[src/trl_pkg.sv]
`timescale 1ns / 1ps

package trl_pkg;

    // configuration register indexes
    localparam logic [1:0] REG_FORMAT = 2'd0;
    localparam logic [1:0] REG_WIDTH  = 2'd1;
    localparam logic [1:0] REG_HEIGHT = 2'd2;
    localparam logic [1:0] REG_DEPTH  = 2'd3;

    // reset values of the surface description
    localparam logic [31:0] RST_FORMAT = 32'd21;
    localparam logic [14:0] RST_WIDTH  = 15'd1;
    localparam logic [14:0] RST_HEIGHT = 15'd1;
    localparam logic [11:0] RST_DEPTH  = 12'd1;

    // entries in the queue between classifier and layout unit
    localparam int QUEUE_DEPTH = 2;

    // four-character code, first character in the low byte
    function automatic logic [31:0] fourcc(input logic [7:0] a, input logic [7:0] b,
                                           input logic [7:0] c, input logic [7:0] d);
        return {d, c, b, a};
    endfunction

    // numbered surface formats
    localparam logic [31:0] FMT_R8G8B8        = 32'd20;
    localparam logic [31:0] FMT_A8R8G8B8      = 32'd21;
    localparam logic [31:0] FMT_X8R8G8B8      = 32'd22;
    localparam logic [31:0] FMT_R5G6B5        = 32'd23;
    localparam logic [31:0] FMT_X1R5G5B5      = 32'd24;
    localparam logic [31:0] FMT_A1R5G5B5      = 32'd25;
    localparam logic [31:0] FMT_A4R4G4B4      = 32'd26;
    localparam logic [31:0] FMT_R3G3B2        = 32'd27;
    localparam logic [31:0] FMT_A8            = 32'd28;
    localparam logic [31:0] FMT_A8R3G3B2      = 32'd29;
    localparam logic [31:0] FMT_X4R4G4B4      = 32'd30;
    localparam logic [31:0] FMT_A2B10G10R10   = 32'd31;
    localparam logic [31:0] FMT_A8B8G8R8      = 32'd32;
    localparam logic [31:0] FMT_X8B8G8R8      = 32'd33;
    localparam logic [31:0] FMT_G16R16        = 32'd34;
    localparam logic [31:0] FMT_A2R10G10B10   = 32'd35;
    localparam logic [31:0] FMT_A16B16G16R16  = 32'd36;
    localparam logic [31:0] FMT_A8P8          = 32'd40;
    localparam logic [31:0] FMT_P8            = 32'd41;
    localparam logic [31:0] FMT_L8            = 32'd50;
    localparam logic [31:0] FMT_A8L8          = 32'd51;
    localparam logic [31:0] FMT_A4L4          = 32'd52;
    localparam logic [31:0] FMT_V8U8          = 32'd60;
    localparam logic [31:0] FMT_L6V5U5        = 32'd61;
    localparam logic [31:0] FMT_X8L8V8U8      = 32'd62;
    localparam logic [31:0] FMT_Q8W8V8U8      = 32'd63;
    localparam logic [31:0] FMT_V16U16        = 32'd64;
    localparam logic [31:0] FMT_A2W10V10U10   = 32'd67;
    localparam logic [31:0] FMT_D16_LOCKABLE  = 32'd70;
    localparam logic [31:0] FMT_D32           = 32'd71;
    localparam logic [31:0] FMT_D15S1         = 32'd73;
    localparam logic [31:0] FMT_D24S8         = 32'd75;
    localparam logic [31:0] FMT_D24X8         = 32'd77;
    localparam logic [31:0] FMT_D24X4S4       = 32'd79;
    localparam logic [31:0] FMT_D16           = 32'd80;
    localparam logic [31:0] FMT_L16           = 32'd81;
    localparam logic [31:0] FMT_D32F_LOCKABLE = 32'd82;
    localparam logic [31:0] FMT_D24FS8        = 32'd83;
    localparam logic [31:0] FMT_D32_LOCKABLE  = 32'd84;
    localparam logic [31:0] FMT_S8_LOCKABLE   = 32'd85;
    localparam logic [31:0] FMT_Q16W16V16U16  = 32'd110;
    localparam logic [31:0] FMT_R16F          = 32'd111;
    localparam logic [31:0] FMT_G16R16F       = 32'd112;
    localparam logic [31:0] FMT_A16B16G16R16F = 32'd113;
    localparam logic [31:0] FMT_R32F          = 32'd114;
    localparam logic [31:0] FMT_G32R32F       = 32'd115;
    localparam logic [31:0] FMT_A32B32G32R32F = 32'd116;
    localparam logic [31:0] FMT_CXV8U8        = 32'd117;
    localparam logic [31:0] FMT_A1            = 32'd118;
    localparam logic [31:0] FMT_A2B10G10R10XR = 32'd119;

    // four-character formats
    localparam logic [31:0] FCC_DXT1 = fourcc("D", "X", "T", "1");
    localparam logic [31:0] FCC_DXT2 = fourcc("D", "X", "T", "2");
    localparam logic [31:0] FCC_DXT3 = fourcc("D", "X", "T", "3");
    localparam logic [31:0] FCC_DXT4 = fourcc("D", "X", "T", "4");
    localparam logic [31:0] FCC_DXT5 = fourcc("D", "X", "T", "5");
    localparam logic [31:0] FCC_ATI1 = fourcc("A", "T", "I", "1");
    localparam logic [31:0] FCC_ATI2 = fourcc("A", "T", "I", "2");
    localparam logic [31:0] FCC_UYVY = fourcc("U", "Y", "V", "Y");
    localparam logic [31:0] FCC_YUY2 = fourcc("Y", "U", "Y", "2");
    localparam logic [31:0] FCC_RGBG = fourcc("R", "G", "B", "G");
    localparam logic [31:0] FCC_GRGB = fourcc("G", "R", "G", "B");
    localparam logic [31:0] FCC_NV12 = fourcc("N", "V", "1", "2");
    localparam logic [31:0] FCC_YV12 = fourcc("Y", "V", "1", "2");
    localparam logic [31:0] FCC_INTZ = fourcc("I", "N", "T", "Z");
    localparam logic [31:0] FCC_DF24 = fourcc("D", "F", "2", "4");
    localparam logic [31:0] FCC_RAWZ = fourcc("R", "A", "W", "Z");
    localparam logic [31:0] FCC_NULL = fourcc("N", "U", "L", "L");
    localparam logic [31:0] FCC_DF16 = fourcc("D", "F", "1", "6");

    // block layout of a format
    typedef struct packed {
        logic       known;
        logic       one_bit;
        logic       planar;
        logic [1:0] bw_log;
        logic [1:0] bh_log;
        logic [4:0] bytes;
    } fmt_t;

    // classified item handed from the front to the layout unit
    typedef struct packed {
        logic        ok;
        logic        known;
        logic [19:0] pitch;
        logic [15:0] rows;
        logic [14:0] bx0;
        logic [14:0] by0;
        logic [4:0]  bytes;
        logic [11:0] front;
        logic [18:0] row_bytes;
        logic [14:0] row_total;
        logic [11:0] slice_total;
    } entry_t;

    function automatic fmt_t decode_format(input logic [31:0] code);
        fmt_t f;
        f.known   = 1'b1;
        f.one_bit = 1'b0;
        f.planar  = 1'b0;
        f.bw_log  = 2'd0;
        f.bh_log  = 2'd0;
        f.bytes   = 5'd0;
        case (code)
            FMT_R8G8B8: f.bytes = 5'd3;
            FMT_A8R8G8B8, FMT_X8R8G8B8, FMT_A2B10G10R10, FMT_A8B8G8R8, FMT_X8B8G8R8,
            FMT_G16R16, FMT_A2R10G10B10, FMT_X8L8V8U8, FMT_Q8W8V8U8, FMT_V16U16,
            FMT_A2W10V10U10, FMT_D32, FMT_D24S8, FMT_D24X8, FMT_D24X4S4,
            FMT_D32F_LOCKABLE, FMT_D24FS8, FMT_D32_LOCKABLE, FMT_G16R16F, FMT_R32F,
            FMT_A2B10G10R10XR:
                f.bytes = 5'd4;
            FMT_R5G6B5, FMT_X1R5G5B5, FMT_A1R5G5B5, FMT_A4R4G4B4, FMT_A8R3G3B2,
            FMT_X4R4G4B4, FMT_A8P8, FMT_A8L8, FMT_V8U8, FMT_L6V5U5, FMT_D16_LOCKABLE,
            FMT_D15S1, FMT_D16, FMT_L16, FMT_R16F, FMT_CXV8U8:
                f.bytes = 5'd2;
            FMT_R3G3B2, FMT_A8, FMT_P8, FMT_L8, FMT_A4L4, FMT_S8_LOCKABLE:
                f.bytes = 5'd1;
            FMT_A16B16G16R16, FMT_Q16W16V16U16, FMT_A16B16G16R16F, FMT_G32R32F:
                f.bytes = 5'd8;
            FMT_A32B32G32R32F: f.bytes = 5'd16;
            FMT_A1:
            begin
                f.one_bit = 1'b1;
                f.bytes   = 5'd1;
            end
            FCC_DXT1, FCC_ATI1:
            begin
                f.bw_log = 2'd2;
                f.bh_log = 2'd2;
                f.bytes  = 5'd8;
            end
            FCC_DXT2, FCC_DXT3, FCC_DXT4, FCC_DXT5, FCC_ATI2:
            begin
                f.bw_log = 2'd2;
                f.bh_log = 2'd2;
                f.bytes  = 5'd16;
            end
            FCC_UYVY, FCC_YUY2, FCC_RGBG, FCC_GRGB:
            begin
                f.bw_log = 2'd1;
                f.bytes  = 5'd4;
            end
            FCC_NV12, FCC_YV12:
            begin
                f.planar = 1'b1;
                f.bytes  = 5'd1;
            end
            FCC_INTZ, FCC_DF24, FCC_RAWZ, FCC_NULL: f.bytes = 5'd4;
            FCC_DF16: f.bytes = 5'd2;
            default: f.known = 1'b0;
        endcase
        return f;
    endfunction

endpackage

[src/trl_front.sv]
`timescale 1ns / 1ps

module trl_front #(
    parameter int MAX_DIM   = 16384,
    parameter int MAX_DEPTH = 2048
) (
    input  logic [31:0]          format_code,
    input  logic [14:0]          surface_width,
    input  logic [14:0]          surface_height,
    input  logic [11:0]          surface_depth,
    input  logic [14:0]          left_edge,
    input  logic [14:0]          right_edge,
    input  logic [14:0]          top_edge,
    input  logic [14:0]          bottom_edge,
    input  logic [11:0]          front_edge,
    input  logic [11:0]          back_edge,
    output trl_pkg::entry_t      entry
);
    import trl_pkg::*;

    localparam logic [16:0] DIM_LIM   = 17'(MAX_DIM);
    localparam logic [16:0] DEPTH_LIM = 17'(MAX_DEPTH);

    fmt_t        fmt;
    logic [11:0] depth;
    logic [2:0]  bw_m1;
    logic [2:0]  bh_m1;
    logic        dim_bad;
    logic        range_bad;
    logic        mis_align;
    logic        full_cover;
    logic        whole_only;
    logic        shape_ok;
    logic [14:0] bx0;
    logic [14:0] bx1;
    logic [14:0] by0;
    logic [14:0] by1;
    logic [14:0] width_blocks;
    logic [19:0] pitch;
    logic [15:0] rows;
    logic [19:0] span_bytes;

    // format decode and block masks
    assign fmt   = decode_format(format_code);
    assign depth = (surface_depth == 12'd0) ? 12'd1 : surface_depth;
    assign bw_m1 = 3'((4'd1 << fmt.bw_log) - 4'd1);
    assign bh_m1 = 3'((4'd1 << fmt.bh_log) - 4'd1);

    // bounds checks
    assign dim_bad = ({2'b00, surface_width} > DIM_LIM) || ({2'b00, surface_height} > DIM_LIM)
                     || ({5'd0, depth} > DEPTH_LIM);
    assign range_bad = (left_edge >= right_edge) || (top_edge >= bottom_edge)
                       || (front_edge >= back_edge) || (right_edge > surface_width)
                       || (bottom_edge > surface_height) || (back_edge > depth);

    // alignment to the format's blocks; the far edges may also sit on the surface edge
    assign mis_align = (|(left_edge[2:0] & bw_m1)) || (|(top_edge[2:0] & bh_m1))
                       || ((|(right_edge[2:0] & bw_m1)) && (right_edge != surface_width))
                       || ((|(bottom_edge[2:0] & bh_m1)) && (bottom_edge != surface_height));
    assign full_cover = (left_edge == 15'd0) && (top_edge == 15'd0)
                        && (right_edge == surface_width) && (bottom_edge == surface_height);
    assign whole_only = fmt.planar || fmt.one_bit;
    assign shape_ok   = whole_only ? full_cover : !mis_align;

    // block coordinates of the region
    assign bx0 = left_edge >> fmt.bw_log;
    assign by0 = top_edge >> fmt.bh_log;
    assign bx1 = 15'(({1'b0, right_edge} + {13'd0, bw_m1}) >> fmt.bw_log);
    assign by1 = 15'(({1'b0, bottom_edge} + {13'd0, bh_m1}) >> fmt.bh_log);

    // row pitch and block rows of the surface
    assign width_blocks = 15'(({1'b0, surface_width} + {13'd0, bw_m1}) >> fmt.bw_log);
    always_comb
    begin
        if (fmt.one_bit)
            pitch = 20'(({1'b0, surface_width} + 16'd7) >> 3);
        else
            pitch = {5'd0, width_blocks} * {15'd0, fmt.bytes};
    end

    always_comb
    begin
        if (fmt.planar)
            rows = {1'b0, surface_height} + 16'(({1'b0, surface_height} + 16'd1) >> 1);
        else
            rows = 16'(({1'b0, surface_height} + {13'd0, bh_m1}) >> fmt.bh_log);
    end

    assign span_bytes = {5'd0, 15'(bx1 - bx0)} * {15'd0, fmt.bytes};

    // classified item
    always_comb
    begin
        entry.ok          = fmt.known && !dim_bad && !range_bad && shape_ok;
        entry.known       = fmt.known;
        entry.pitch       = pitch;
        entry.rows        = rows;
        entry.bx0         = bx0;
        entry.by0         = by0;
        entry.bytes       = fmt.bytes;
        entry.front       = front_edge;
        entry.row_bytes   = whole_only ? pitch[18:0] : span_bytes[18:0];
        entry.row_total   = whole_only ? rows[14:0] : 15'(by1 - by0);
        entry.slice_total = back_edge - front_edge;
    end

endmodule

[src/trl_queue.sv]
`timescale 1ns / 1ps

module trl_queue (
    input  logic            clk,
    input  logic            rst_n,
    input  logic            push,
    input  trl_pkg::entry_t push_entry,
    output logic            full,
    output logic            pop,
    output trl_pkg::entry_t pop_entry
);
    import trl_pkg::*;

    localparam int PTR_W = (QUEUE_DEPTH > 1) ? $clog2(QUEUE_DEPTH) : 1;
    localparam int CNT_W = $clog2(QUEUE_DEPTH + 1);
    localparam logic [PTR_W-1:0] LAST_PTR = PTR_W'(QUEUE_DEPTH - 1);
    localparam logic [CNT_W-1:0] FULL_CNT = CNT_W'(QUEUE_DEPTH);

    entry_t           mem_reg [QUEUE_DEPTH];
    logic [PTR_W-1:0] wr_ptr_reg;
    logic [PTR_W-1:0] wr_ptr_next;
    logic [PTR_W-1:0] rd_ptr_reg;
    logic [PTR_W-1:0] rd_ptr_next;
    logic [CNT_W-1:0] count_reg;
    logic [CNT_W-1:0] count_next;

    // the layout unit never stalls, so the queue drains whenever it holds an item
    assign full      = (count_reg == FULL_CNT);
    assign pop       = (count_reg != '0);
    assign pop_entry = mem_reg[rd_ptr_reg];

    // pointer and fill count update
    always_comb
    begin
        wr_ptr_next = wr_ptr_reg;
        rd_ptr_next = rd_ptr_reg;
        if (push)
            wr_ptr_next = (wr_ptr_reg == LAST_PTR) ? '0 : wr_ptr_reg + 1'b1;
        if (pop)
            rd_ptr_next = (rd_ptr_reg == LAST_PTR) ? '0 : rd_ptr_reg + 1'b1;
        count_next = count_reg + CNT_W'(push) - CNT_W'(pop);
    end

    always_ff @(posedge clk or negedge rst_n)
    begin
        if (!rst_n)
        begin
            wr_ptr_reg <= '0;
            rd_ptr_reg <= '0;
            count_reg  <= '0;
        end
        else
        begin
            wr_ptr_reg <= wr_ptr_next;
            rd_ptr_reg <= rd_ptr_next;
            count_reg  <= count_next;
        end
    end

    // entry storage
    always_ff @(posedge clk)
    begin
        if (push)
            mem_reg[wr_ptr_reg] <= push_entry;
    end

endmodule

[src/trl_back.sv]
`timescale 1ns / 1ps

module trl_back (
    input  logic            clk,
    input  logic            rst_n,
    input  logic            take,
    input  trl_pkg::entry_t entry,
    output logic            done,
    output logic            region_ok,
    output logic            format_known,
    output logic [43:0]     byte_offset,
    output logic [18:0]     row_pitch,
    output logic [32:0]     slice_pitch,
    output logic [18:0]     row_bytes,
    output logic [14:0]     row_total,
    output logic [11:0]     slice_total
);
    import trl_pkg::*;

    logic        s1_valid_reg;
    logic        s1_ok_reg;
    logic        s1_known_reg;
    logic [35:0] s1_spitch_reg;
    logic [34:0] s1_yoff_reg;
    logic [19:0] s1_xoff_reg;
    logic [11:0] s1_front_reg;
    logic [19:0] s1_pitch_reg;
    logic [18:0] s1_row_bytes_reg;
    logic [14:0] s1_row_total_reg;
    logic [11:0] s1_slice_total_reg;
    logic [47:0] offset_sum;

    logic        done_reg;
    logic        ok_reg;
    logic        known_reg;
    logic [43:0] offset_reg;
    logic [18:0] pitch_reg;
    logic [32:0] spitch_reg;
    logic [18:0] row_bytes_reg;
    logic [14:0] row_total_reg;
    logic [11:0] slice_total_reg;

    // stage valid bits
    always_ff @(posedge clk or negedge rst_n)
    begin
        if (!rst_n)
        begin
            s1_valid_reg <= 1'b0;
            done_reg     <= 1'b0;
        end
        else
        begin
            s1_valid_reg <= take;
            done_reg     <= s1_valid_reg;
        end
    end

    // stage 1: slice pitch and row and column offsets
    always_ff @(posedge clk)
    begin
        if (take)
        begin
            s1_ok_reg          <= entry.ok;
            s1_known_reg       <= entry.known;
            s1_spitch_reg      <= {16'd0, entry.pitch} * {20'd0, entry.rows};
            s1_yoff_reg        <= {15'd0, entry.pitch} * {20'd0, entry.by0};
            s1_xoff_reg        <= {5'd0, entry.bx0} * {15'd0, entry.bytes};
            s1_front_reg       <= entry.front;
            s1_pitch_reg       <= entry.pitch;
            s1_row_bytes_reg   <= entry.row_bytes;
            s1_row_total_reg   <= entry.row_total;
            s1_slice_total_reg <= entry.slice_total;
        end
    end

    // stage 2: slice offset plus row and column offsets
    assign offset_sum = {12'd0, s1_spitch_reg} * {36'd0, s1_front_reg}
                        + {13'd0, s1_yoff_reg} + {28'd0, s1_xoff_reg};

    // result register, numeric fields cleared on a failed region
    always_ff @(posedge clk)
    begin
        if (s1_valid_reg)
        begin
            ok_reg          <= s1_ok_reg;
            known_reg       <= s1_known_reg;
            offset_reg      <= s1_ok_reg ? offset_sum[43:0] : 44'd0;
            pitch_reg       <= s1_ok_reg ? s1_pitch_reg[18:0] : 19'd0;
            spitch_reg      <= s1_ok_reg ? s1_spitch_reg[32:0] : 33'd0;
            row_bytes_reg   <= s1_ok_reg ? s1_row_bytes_reg : 19'd0;
            row_total_reg   <= s1_ok_reg ? s1_row_total_reg : 15'd0;
            slice_total_reg <= s1_ok_reg ? s1_slice_total_reg : 12'd0;
        end
    end

    assign done         = done_reg;
    assign region_ok    = ok_reg;
    assign format_known = known_reg;
    assign byte_offset  = offset_reg;
    assign row_pitch    = pitch_reg;
    assign slice_pitch  = spitch_reg;
    assign row_bytes    = row_bytes_reg;
    assign row_total    = row_total_reg;
    assign slice_total  = slice_total_reg;

endmodule

[src/texture_region_layout.sv]
`timescale 1ns / 1ps

// channel   | handshake              | payload
// ----------+------------------------+-----------------------------------------------
// region in | start / busy           | left, right, top, bottom, front, back edges
// result    | done, high per result  | region_ok, format_known, offset, pitches, totals
// config    | cfg_valid / cfg_ready  | cfg_index, cfg_data
//
// one region per cycle sustained; an accepted region passes the queue write, slice pitch
// multiply and offset multiply-add registers in that order, and done rises with the result
// asynchronous active-low reset clears control state and loads the default surface
// busy rises only when the two-entry queue is full, which never happens since the layout
// unit drains one item every cycle; results are never held off
// config writes are always taken; the user must write only while no region is in flight, unchecked by the block

module texture_region_layout #(
    parameter int MAX_DIM   = 16384,
    parameter int MAX_DEPTH = 2048
) (
    input  logic        clk,
    input  logic        rst_n,
    input  logic        start,
    output logic        busy,
    input  logic [14:0] left_edge,
    input  logic [14:0] right_edge,
    input  logic [14:0] top_edge,
    input  logic [14:0] bottom_edge,
    input  logic [11:0] front_edge,
    input  logic [11:0] back_edge,
    output logic        done,
    output logic        region_ok,
    output logic        format_known,
    output logic [43:0] byte_offset,
    output logic [18:0] row_pitch,
    output logic [32:0] slice_pitch,
    output logic [18:0] row_bytes,
    output logic [14:0] row_total,
    output logic [11:0] slice_total,
    input  logic        cfg_valid,
    output logic        cfg_ready,
    input  logic [1:0]  cfg_index,
    input  logic [31:0] cfg_data
);
    import trl_pkg::*;

    logic [31:0] format_reg;
    logic [14:0] width_reg;
    logic [14:0] height_reg;
    logic [11:0] depth_reg;
    entry_t      front_entry;
    entry_t      back_entry;
    logic        q_full;
    logic        q_pop;
    logic        accept;

    assign cfg_ready = 1'b1;
    assign busy      = q_full;
    assign accept    = start && !q_full;

    // surface description registers
    always_ff @(posedge clk or negedge rst_n)
    begin
        if (!rst_n)
        begin
            format_reg <= RST_FORMAT;
            width_reg  <= RST_WIDTH;
            height_reg <= RST_HEIGHT;
            depth_reg  <= RST_DEPTH;
        end
        else if (cfg_valid)
        begin
            case (cfg_index)
                REG_FORMAT: format_reg <= cfg_data;
                REG_WIDTH:  width_reg  <= cfg_data[14:0];
                REG_HEIGHT: height_reg <= cfg_data[14:0];
                REG_DEPTH:  depth_reg  <= cfg_data[11:0];
                default: ;
            endcase
        end
    end

    // classifier
    trl_front #(
        .MAX_DIM   (MAX_DIM),
        .MAX_DEPTH (MAX_DEPTH)
    ) u_front (
        .format_code    (format_reg),
        .surface_width  (width_reg),
        .surface_height (height_reg),
        .surface_depth  (depth_reg),
        .left_edge      (left_edge),
        .right_edge     (right_edge),
        .top_edge       (top_edge),
        .bottom_edge    (bottom_edge),
        .front_edge     (front_edge),
        .back_edge      (back_edge),
        .entry          (front_entry)
    );

    // queue between classifier and layout unit
    trl_queue u_queue (
        .clk        (clk),
        .rst_n      (rst_n),
        .push       (accept),
        .push_entry (front_entry),
        .full       (q_full),
        .pop        (q_pop),
        .pop_entry  (back_entry)
    );

    // layout unit
    trl_back u_back (
        .clk          (clk),
        .rst_n        (rst_n),
        .take         (q_pop),
        .entry        (back_entry),
        .done         (done),
        .region_ok    (region_ok),
        .format_known (format_known),
        .byte_offset  (byte_offset),
        .row_pitch    (row_pitch),
        .slice_pitch  (slice_pitch),
        .row_bytes    (row_bytes),
        .row_total    (row_total),
        .slice_total  (slice_total)
    );

endmodule

[config.mk]
export PLATFORM = sky130hd
export DESIGN_NAME = texture_region_layout
export DESIGN_NICKNAME = d
export VERILOG_FILES = /design/src/trl_pkg.sv /design/src/trl_front.sv /design/src/trl_queue.sv /design/src/trl_back.sv /design/src/texture_region_layout.sv
export SDC_FILE = /design/constraint.sdc
export NUM_CORES = 2
export LEC_CHECK = 0
export BUFFER_PORTS_ARGS = -buffer_cell sky130_fd_sc_hd__buf_2
export CAP_MARGIN = 25
export CORE_ASPECT_RATIO = 1.2
export CORE_MARGIN = 5
export CORE_UTILIZATION = 30
export CTS_BUF_LIST = sky130_fd_sc_hd__clkbuf_4
export DETAILED_ROUTE_END_ITERATION = 16
export SETUP_SLACK_MARGIN = 0.02
export SYNTH_ARGS = -nofsm -noshare
export SYNTH_HDL_FRONTEND = slang
export SYNTH_HIERARCHICAL = 1
export SYNTH_SLANG_ARGS = --single-unit
[constraint.sdc]
create_clock -name clk -period 10.8 [get_ports clk]
set_input_delay 2.16 -clock clk [delete_from_list [all_inputs] [get_ports clk]]
set_output_delay 2.16 -clock clk [all_outputs]
set_load 0.005 [all_outputs]
==> impl_metrics.prom <==
# TYPE chip_impl_metric gauge
chip_impl_info{name="status",value="finished, final reports clean"} 1
chip_impl_metric{name="yosys_warnings",unit=""} 6
chip_impl_metric{name="worst-path-max-fanout",unit=""} 25
chip_impl_metric{name="final.fill_count",unit=""} 24950
chip_impl_metric{name="synth_top_cell_area_share",unit="%"} 26.94
chip_impl_metric{name="fmaxAchievable",unit="GHz"} 0.09967
chip_impl_metric{name="die_area",unit="µm²"} 255800
chip_impl_metric{name="antenna_found_initial",unit=""} 29
chip_impl_metric{name="worst_ep_required_time",unit="ns"} 11.69
chip_impl_metric{name="dpl_hpwl",unit="mm"} 175.8
chip_impl_metric{name="drt-vias-per-instance",unit=""} 4.910
chip_impl_metric{name="layout_worst_path_cycle_share",unit="%"} 92.90
chip_impl_info{name="hold_start",value="u_back/s1_known_reg"} 1
chip_impl_metric{name="post_layout_inst_area",unit="µm²"} 80640
chip_impl_metric{name="netlist_instances",unit=""} 7346
chip_impl_metric{name="critPathMaxStageDelay",unit="ns"} 0.84
chip_impl_metric{name="drv_cap",unit=""} 0
chip_impl_metric{name="syn_area",unit="µm²"} 73710
chip_impl_metric{name="drc_errors",unit=""} 0
chip_impl_metric{name="synth_enable_flop_cells",unit=""} 576
chip_impl_metric{name="first_pass_grt_wire_length",unit="mm"} 345.1
chip_impl_info{name="critPathSlowestCell",value="sky130_fd_sc_hd__dfstp_2"} 1
chip_impl_metric{name="design.portCount",unit=""} 269
chip_impl_info{name="cts.root.buffer_cell",value="sky130_fd_sc_hd__clkbuf_4"} 1
chip_impl_metric{name="worst_tran_pin_value",unit="ns"} 1.122
chip_impl_metric{name="clock-sinks",unit=""} 656
chip_impl_metric{name="fin_tns_setup",unit="ns"} 0
chip_impl_metric{name="clock_slew_at_the_register_clock_pins_of_the_worst_setup_and_hold_paths",unit="ns"} 0.06
chip_impl_metric{name="slew_viol_final",unit=""} 0
chip_impl_metric{name="start_util",unit="%"} 30.12
chip_impl_metric{name="gp_congestion",unit=""} 0.9441
chip_impl_metric{name="firstDrtPassIters",unit=""} 5
chip_impl_metric{name="gr-total-overflow",unit=""} 0
chip_impl_metric{name="drt.antenna.violating_nets",unit=""} 0
chip_impl_metric{name="finalHoldWorstSlack",unit="ns"} 0.4527
chip_impl_metric{name="num_vias",unit=""} 53490
chip_impl_info{name="ys.flop_type",value="sky130_fd_sc_hd__edfxtp_1"} 1
chip_impl_metric{name="fin_worst_skew",unit="ns"} 0.09360
chip_impl_metric{name="nets",unit=""} 9160
chip_impl_metric{name="rows",unit=""} 199
chip_impl_metric{name="tritoncts_buffers",unit=""} 183
chip_impl_info{name="critical-path-top-cell-by-count",value="sky130_fd_sc_hd__o21ai_0"} 1
chip_impl_info{name="timing.rr.start",value="format_reg[0]"} 1
chip_impl_metric{name="die_w",unit="µm"} 462.5
chip_impl_metric{name="critical_path_arrival",unit="ns"} 10.93
chip_impl_metric{name="clock_tree.htree_level_count",unit=""} 4
chip_impl_info{name="critPathLaunch",value="format_reg[0]"} 1
chip_impl_metric{name="setup_viol",unit=""} 0
chip_impl_metric{name="post_drt_wl_per_cell",unit="µm"} 20.60
chip_impl_metric{name="max-slew-margin-rel",unit="%"} 25.19
chip_impl_metric{name="syn-mean-instance-area",unit="µm²"} 10.03
chip_impl_info{name="rsz0062_at_grt",value="no"} 1
chip_impl_metric{name="floorplan.core_area",unit="µm²"} 244800
chip_impl_metric{name="period_needed",unit="ns"} 10.03
chip_impl_metric{name="drt-total-wl",unit="mm"} 224.5
chip_impl_metric{name="synth.yosys.seq_area_share",unit="%"} 26.19
chip_impl_metric{name="final-instance-count-excl-fill",unit=""} 10890
chip_impl_metric{name="worst_skew_pair.late_latency",unit="ns"} 1.25
chip_impl_metric{name="cts-root-to-sink-buffers",unit=""} 3
chip_impl_info{name="tritoncts_clock_tree",value="done"} 1
chip_impl_metric{name="seq_area",unit="µm²"} 19310
chip_impl_info{name="setup.worst_path.class",value="reg2reg"} 1
chip_impl_info{name="worstSetupStartpointType",value="flip-flop"} 1
chip_impl_info{name="top_area_cells_in_the_synthesized_netlist",value="sky130_fd_sc_hd__fa_1 (27%), sky130_fd_sc_hd__edfxtp_1 (23%), sky130_fd_sc_hd__ha_1 (9.0%), sky130_fd_sc_hd__inv_1 (6.0%), sky130_fd_sc_hd__and2_1 (5.0%)"} 1
chip_impl_metric{name="detailed_place.area",unit="µm²"} 78150
chip_impl_metric{name="port_buffer_count",unit=""} 267
chip_impl_metric{name="maximum_number_of_pins_on_one_net_before_global_route_repair",unit=""} 131
chip_impl_metric{name="grtUsageTotal",unit="%"} 17.34
chip_impl_metric{name="synth-seq-cells",unit=""} 656
chip_impl_info{name="hold_path_class",value="reg2reg"} 1
chip_impl_metric{name="grt_pass1_vias",unit=""} 57490
chip_impl_metric{name="max_reg_flops",unit=""} 262
chip_impl_metric{name="hold_viol",unit=""} 0
chip_impl_metric{name="dieHeight",unit="µm"} 553.0
chip_impl_metric{name="footprint_of_the_multi_input_gates",unit="µm²"} 48510
chip_impl_metric{name="layout-area-overhead-vs-synth",unit="%"} 9.395
chip_impl_metric{name="first_iter_violations",unit=""} 3215
chip_impl_metric{name="dp.cells",unit=""} 10540
chip_impl_metric{name="synth_async_sr_flop_share",unit="%"} 12.20
chip_impl_info{name="setup.worst_path.end_class",value="flip-flop"} 1
chip_impl_metric{name="synth_cell_type_count",unit=""} 107
chip_impl_metric{name="final_layout_size_suffix_gt1_share",unit="%"} 11.86
chip_impl_info{name="yosys.area.top_type",value="sky130_fd_sc_hd__fa_1"} 1
## critical path: cells and delay by family (launching register included)
family / cells / cell delay (ns)
DFF: 1 / 0.84
xor gates and xnor gates: 3 / 0.71
adders and majority gates: 7 / 2.72
buffers and inverters: 3 / 0.16
AOI/OAI and AO/OA: 13 / 2.62
and+or+nand+nor: 12 / 2.64
## cells by family after synthesis
group / share of synthesized area (%)
adders and majority gates: 35.99
DFF: 26.19
muxes: 4.459
buffers and inverters: 8.073
xor gates and xnor gates: 3.013
AOI/OAI and AO/OA: 6.574
other: 0.01019
and+or+nand+nor: 15.69
## final cells by class
class                      instances  area share [%]
antenna                           16         0.04965
clock buffer                     262           2.439
clock inverter                    72          0.5865
inverter                        1178           5.483
multi-input combinational       5157           60.15
sequential                       656           23.95
tap                             3216           4.990
timing repair buffer             337           2.349
## metal layers
layer  share of wire [%]  global-route usage [%]  vias to the layer above
li1                    -                       -                    24150
met3                 5.1                   2.667                      377
met5              0.0058                       0                        -
met2                  49                   29.99                     1713
met4                 3.4                   5.862                        2
met1                  42                   22.11                    27250
## final timing paths
check,end,slack (ns),cells after the start
setup / recovery,u_queue/mem_reg[0][45],0.77,38
hold / removal,u_back/format_known,0.45,0
setup reg to reg,u_queue/mem_reg[0][45],0.77,38
hold reg to reg,u_back/format_known,0.45,0
max in group asynchronous,u_queue/rd_ptr_reg,8.76,2
min in group asynchronous,width_reg[3],0.79,1
## per-stage QoR
| stage | setup slack [ns] | utilization, % |
|---|---|---|
| after floorplan | 1.463 | - |
| after global placement | 0.6481 | 31.91 |
| after detailed placement | 0.6767 | 31.93 |
| after CTS | 0.7730 | 32.93 |
| after global routing | 0.03087 | 32.94 |
| final | 0.7668 | 32.95 |
## timing repair
| item | in CTS | in global routing |
|---|---|---|
| setup buffers | 0 | 0 |
| resized for setup | 0 | 1 |
| endpoints found under the setup margin | 0 | 2 |
| hold buffers | 0 | 0 |
## synthesized netlist by cell type (all sizes together) (7+ instances only)
library cell,number
mux2i,44
nor2,312
nand3,94
nand4,61
ha,533
or3,27
a31o,9
buf,62
o21ai,155
a21oi,243
a21boi,10
nand2,946
mux2,225
o21a,41
nor4bb,9
edfxtp,576
nor4,34
nor4b,9
dfrtp,74
clkbuf,294
o21bai,26
a21o,85
or2,12
nor3,78
nor2b,54
nor3b,12
o31ai,17
o22ai,13
and2,585
a31oi,28
xnor2,169
fa,992
a211oi,28
nand3b,7
inv,1176
xor2,82
o211ai,26
and4,12
nand2b,46
and3,25
## cell usage in the layout (no fill, tap or decap), types with 243 or more instances in the layout
cell,count
sky130_fd_sc_hd__inv_1,1174
sky130_fd_sc_hd__fa_1,992
sky130_fd_sc_hd__nand2_1,945
sky130_fd_sc_hd__and2_1,584
sky130_fd_sc_hd__edfxtp_1,576
sky130_fd_sc_hd__ha_1,533
sky130_fd_sc_hd__nor2_1,309
sky130_fd_sc_hd__buf_2,267
sky130_fd_sc_hd__clkbuf_4,262
sky130_fd_sc_hd__a21oi_1,243
Power is not shown: default switching activity piles up to over one toggle a cycle in this logic, so the estimate is an artifact.
